[src/hw/rtl/dotq_pkg.sv]
// Shared constants and types for the deadline-ordered timer queue.
package dotq_pkg;

    localparam int TIMER_SLOTS_DEF = 16;
    localparam int TIME_BITS_DEF   = 48;
    localparam int MAX_RESULTS     = 16;
    localparam int CNT_BITS        = $clog2(MAX_RESULTS);
    localparam int WIDE_BITS       = 65;
    localparam int HANDLE_BITS     = 4;
    localparam int NOW_BITS        = 48;
    localparam int DELAY_BITS      = 32;
    localparam int WAIT_BITS       = 32;

    typedef enum logic [1:0] {
        FUNC_ADD  = 2'd0,
        FUNC_DEL  = 2'd1,
        FUNC_TICK = 2'd2,
        FUNC_NONE = 2'd3
    } func_t;

    typedef enum logic [1:0] {
        ST_IDLE = 2'b01,
        ST_EXEC = 2'b10
    } state_t;

    typedef struct packed {
        logic ins_en;
        logic rem_en;
    } cell_ctl_t;

endpackage

[src/hw/rtl/dotq_cell.sv]
// One cell of the sorted timer chain: holds one entry and shifts with its neighbours.
module dotq_cell
    import dotq_pkg::*;
#(
    parameter int TW  = TIME_BITS_DEF,
    parameter int HW  = 4,
    parameter int HCW = 4
)
(
    input  logic          clk,
    input  logic          rst_n,
    input  cell_ctl_t     ctl,
    input  logic [TW-1:0] new_dl,
    input  logic [TW-1:0] new_at,
    input  logic [HW-1:0] new_h,
    input  logic [HCW-1:0] key,
    input  logic          left_valid,
    input  logic [TW-1:0] left_dl,
    input  logic [TW-1:0] left_at,
    input  logic [HW-1:0] left_h,
    input  logic          move_in,
    input  logic          rem_in,
    input  logic          right_valid,
    input  logic [TW-1:0] right_dl,
    input  logic [TW-1:0] right_at,
    input  logic [HW-1:0] right_h,
    output logic          valid,
    output logic [TW-1:0] dl,
    output logic [TW-1:0] at,
    output logic [HW-1:0] h,
    output logic          move_out,
    output logic          rem_out,
    output logic          valid_next,
    output logic [TW-1:0] dl_next
);

    logic          valid_reg;
    logic [TW-1:0] dl_reg;
    logic [TW-1:0] at_reg;
    logic [HW-1:0] h_reg;
    logic [TW-1:0] at_next;
    logic [HW-1:0] h_next;
    logic          match;

    assign move_out = ctl.ins_en && !(valid_reg && (dl_reg <= new_dl));
    assign match    = ctl.rem_en && valid_reg && (HCW'(h_reg) == key);
    assign rem_out  = rem_in || match;

    always_comb
    begin
        priority if (move_out && move_in)
        begin
            valid_next = left_valid;
            dl_next    = left_dl;
            at_next    = left_at;
            h_next     = left_h;
        end
        else if (move_out)
        begin
            valid_next = 1'b1;
            dl_next    = new_dl;
            at_next    = new_at;
            h_next     = new_h;
        end
        else if (rem_out)
        begin
            valid_next = right_valid;
            dl_next    = right_dl;
            at_next    = right_at;
            h_next     = right_h;
        end
        else
        begin
            valid_next = valid_reg;
            dl_next    = dl_reg;
            at_next    = at_reg;
            h_next     = h_reg;
        end
    end

    always_ff @(posedge clk or negedge rst_n)
    begin
        if (!rst_n)
        begin
            valid_reg <= 1'b0;
        end
        else
        begin
            valid_reg <= valid_next;
        end
    end

    always_ff @(posedge clk)
    begin
        dl_reg <= dl_next;
        at_reg <= at_next;
        h_reg  <= h_next;
    end

    assign valid = valid_reg;
    assign dl    = dl_reg;
    assign at    = at_reg;
    assign h     = h_reg;

endmodule

[config.mk]
export PLATFORM = sky130hd
export DESIGN_NAME = dotq_cell
export DESIGN_NICKNAME = d
export VERILOG_FILES = /design/src/hw/rtl/dotq_pkg.sv /design/src/hw/rtl/dotq_cell.sv
export SDC_FILE = /design/constraint.sdc
export NUM_CORES = 1
export LEC_CHECK = 0
export BUFFER_PORTS_ARGS = -buffer_cell sky130_fd_sc_hd__buf_2
export CAP_MARGIN = 0
export CORE_AREA = 2 2 181 183
export DETAILED_ROUTE_END_ITERATION = 12
export DIE_AREA = 0 0 183 185
export PLACE_DENSITY = 0.57
export SLEW_MARGIN = 20
export SYNTH_ARGS = -nofsm -noshare
export SYNTH_HDL_FRONTEND = slang
export SYNTH_SLANG_ARGS = --single-unit
[constraint.sdc]
create_clock -name clk -period 5.3 [get_ports clk]
set_input_delay 0.265 -clock clk [delete_from_list [all_inputs] [get_ports clk]]
set_output_delay 0.265 -clock clk [all_outputs]
set_load 0.05 [all_outputs]
==> flow_metrics.env <==
export IMPL_coreArea_um2=32000
export IMPL_irDropWorstVdd_v=0.000247
export IMPL_die_h_um=185
export IMPL_clk_latency_ps=380
export IMPL_num_vias=6177
export IMPL_io_buffers=463
export IMPL_synthesis_area_um2=6700
export IMPL_max_freq_mhz=242
export IMPL_finalSetupViolations=0
export IMPL_hold_depth=2
export IMPL_hold_ws_ps=166
export IMPL_synth_edf_count=52
export IMPL_synthToLayoutAreaGrowth_pct=45.3
export IMPL_hold_class="in2reg"
export IMPL_cts_resized=0
export IMPL_setup_ws_ps=1170
export IMPL_drive_gt1_share_pct=55.0
export IMPL_cts_max_path_buffers=2
export IMPL_placed_cells=1417
export IMPL_hold_viol=0
export IMPL_syn_avg_cell_area_um2=11.8
export IMPL_p_leak_nw=5.09
export IMPL_slew_headroom_pct=29.5
export IMPL_first_global_vias=6236
export IMPL_syn_nets=927
export IMPL_cts_sinks=101
export IMPL_synth_seq_area_share_pct=38.0
export IMPL_yosys_most_used_dff="edfxtp_1"
export IMPL_hold_start="right_at[19]"
export IMPL_io_pins=464
export IMPL_status="finished, final reports clean"
export IMPL_min_period_ps=4130
export IMPL_cts_tree="done"
export IMPL_cts_made_buffers=9
export IMPL_grt_overflow=0
export IMPL_placed_cell_area_um2=9430
export IMPL_final_util_pct=30.4
export IMPL_drcViolationCount=0
export IMPL_required_ps=5040
export IMPL_synth_cell_types=39
export IMPL_finalNetCount=1381
export IMPL_antenna_left=0
export IMPL_synth_top_area_share_pct=23.3
export IMPL_synthArstFlopShare_pct=0.990
export IMPL_yosysTopAreaCell="edfxtp_1"
export IMPL_drt_iter0_drc=137
export IMPL_rsz0062_at_grt="false"
export IMPL_antenna_found_initial=2
export IMPL_wl_um=24600
export IMPL_rr_worst_depth=8
export IMPL_dr_pass1_iters=4
export IMPL_grt_max_degree=98
export IMPL_die_w_um=183
export IMPL_power_density_nw_per_um2=496
export IMPL_gp_congestion=0.790
export IMPL_final_cell_count_no_fill=1436
export IMPL_synth_seq_cells=101
export IMPL_synth_warnings=0
export IMPL_grt_use_met3_pct=4.19
export IMPL_reg2reg_setup_slack_ps=1740
export IMPL_wl_per_cell_um=17.1
export IMPL_finalPower_mw=4.83
export IMPL_synth_commonest_cells="mux2i_1 (145), mux2_2 (74), edfxtp_1 (52), inv_1 (52)"
export IMPL_min_period_over_period_pct=78.0
export IMPL_fin_setup_tns_ps=0
export IMPL_path_max_fanout=97
export IMPL_cts_clk_slew_worst_paths_ps=80
export IMPL_cap_viol_max_count=0
export IMPL_worstSetupStartpointType="flip-flop"
export IMPL_grt_use_met1_pct=16.9
export IMPL_tightest_slew_ps=1060
export IMPL_synth_most_common_cell="mux2i_1"
export IMPL_skew_ps=10.6
export IMPL_globalRouteTotalUtil_pct=14.0
export IMPL_grt_pass1_wl_um=35500
export IMPL_drt_vias_per_instance=4.30
export IMPL_r2r_end="at[38]$_DFFE_PP_"
export IMPL_r2r_start="dl[15]$_DFF_P_"
export IMPL_critPathKind="reg2out"
export IMPL_met2_usage_pct=24.2
export IMPL_timing_final_max_slew_violations=0
export IMPL_dp_hpwl_um=20000
export IMPL_initial_core_util_pct=20.9
export IMPL_rows=66
export IMPL_whs_endpoint="at[19]$_DFFE_PP_"
export IMPL_cts_root_buf="clkbuf_16"
export IMPL_grt_busiest_layer="met2"
export IMPL_postSynthCellCount=567
export IMPL_cp_arrival_ps=3870
export IMPL_dieArea_um2=33900
export IMPL_synth_area_top_cells="edfxtp_1 (23%), mux2i_1 (22%), dfxtp_1 (14%)"
export IMPL_crit_path_end_kind="output pin"
export IMPL_dp_slack_ps=1410
export IMPL_design_area_um2=9730
export IMPL_htree_levels=3
-- routing by layer --
layer	wire (µm)	vias to the layer above
li1	-	3018
met1	10600	2902
met2	12100	239
met3	1550	18
met4	367	0
met5	0	-
-- how the worst max path moves through the flow --
stage / from / end / depth (start not counted)
2_1_floorplan: dl[9]$_DFF_P_ / at[0]$_DFFE_PP_ / 9
3_3_place_gp: new_dl[15] / dl_next[27] / 11
3_5_place_dp: new_dl[15] / dl_next[7] / 11
4_1_cts: dl[15]$_DFF_P_ / dl_next[7] / 9
5_1_grt: dl[15]$_DFF_P_ / dl_next[7] / 9
6_report: dl[15]$_DFF_P_ / dl_next[7] / 9
-- timing repair --
item / 4_1_cts / 5_1_grt
hold buffers: 1 / 0
setup buffers: 0 / 0
hold endpoints to repair: 1 / 0
-- critical path: stages, from the launching register on --
cell,delay [ps]
dfxtp_1,340
ha_1,320
nand4_1,230
nor4_1,480
and4_1,320
a211oi_1,100
a2111oi_4,440
buf_12,500
mux2i_1,310
buf_2,300
-- cells by family after synthesis --
group	share of synthesized area, %
adders and majority gates	8.97
AOI/OAI and AO/OA	4.39
and+or+nand+nor	3.36
xor gates and xnor gates	0.523
muxes	39.2
buffers and inverters	5.55
DFF	38.0
-- where the power goes --
group / leakage (nW) / switching (mW) / internal (mW)
logic: 4.01 / 2.10 / 0.767
clock network: 0.141 / 0.348 / 0.330
registers: 0.938 / 0.167 / 1.12
-- layout make-up --
cell class	instances	area, µm²
inverter	52	195
fill	3345	22300
multi-input combinational	387	3800
timing repair buffer	470	2390
clock inverter	7	61.3
tap	408	510
sequential	101	2550
clock buffer	9	225
antenna	2	5.00
-- cells in the final DEF (no fill, tap or decap), types with 2 or more instances in the layout --
cell	instances
inv_8	2
nand2_1	11
diode_2	2
dfxtp_1	48
inv_6	3
ha_1	48
buf_4	6
a211oi_1	4
mux2_1	30
xor2_1	3
inv_1	52
nand4_1	10
a21oi_1	21
mux2i_1	145
a221oi_1	2
nand3_1	4
nor2b_1	2
nor3_1	4
nor2_1	5
mux2_2	74
clkbuf_16	9
a21o_1	2
o21ai_0	6
buf_2	462
edfxtp_1	52
No activity file was read; power rests on OpenSTA's default activity.
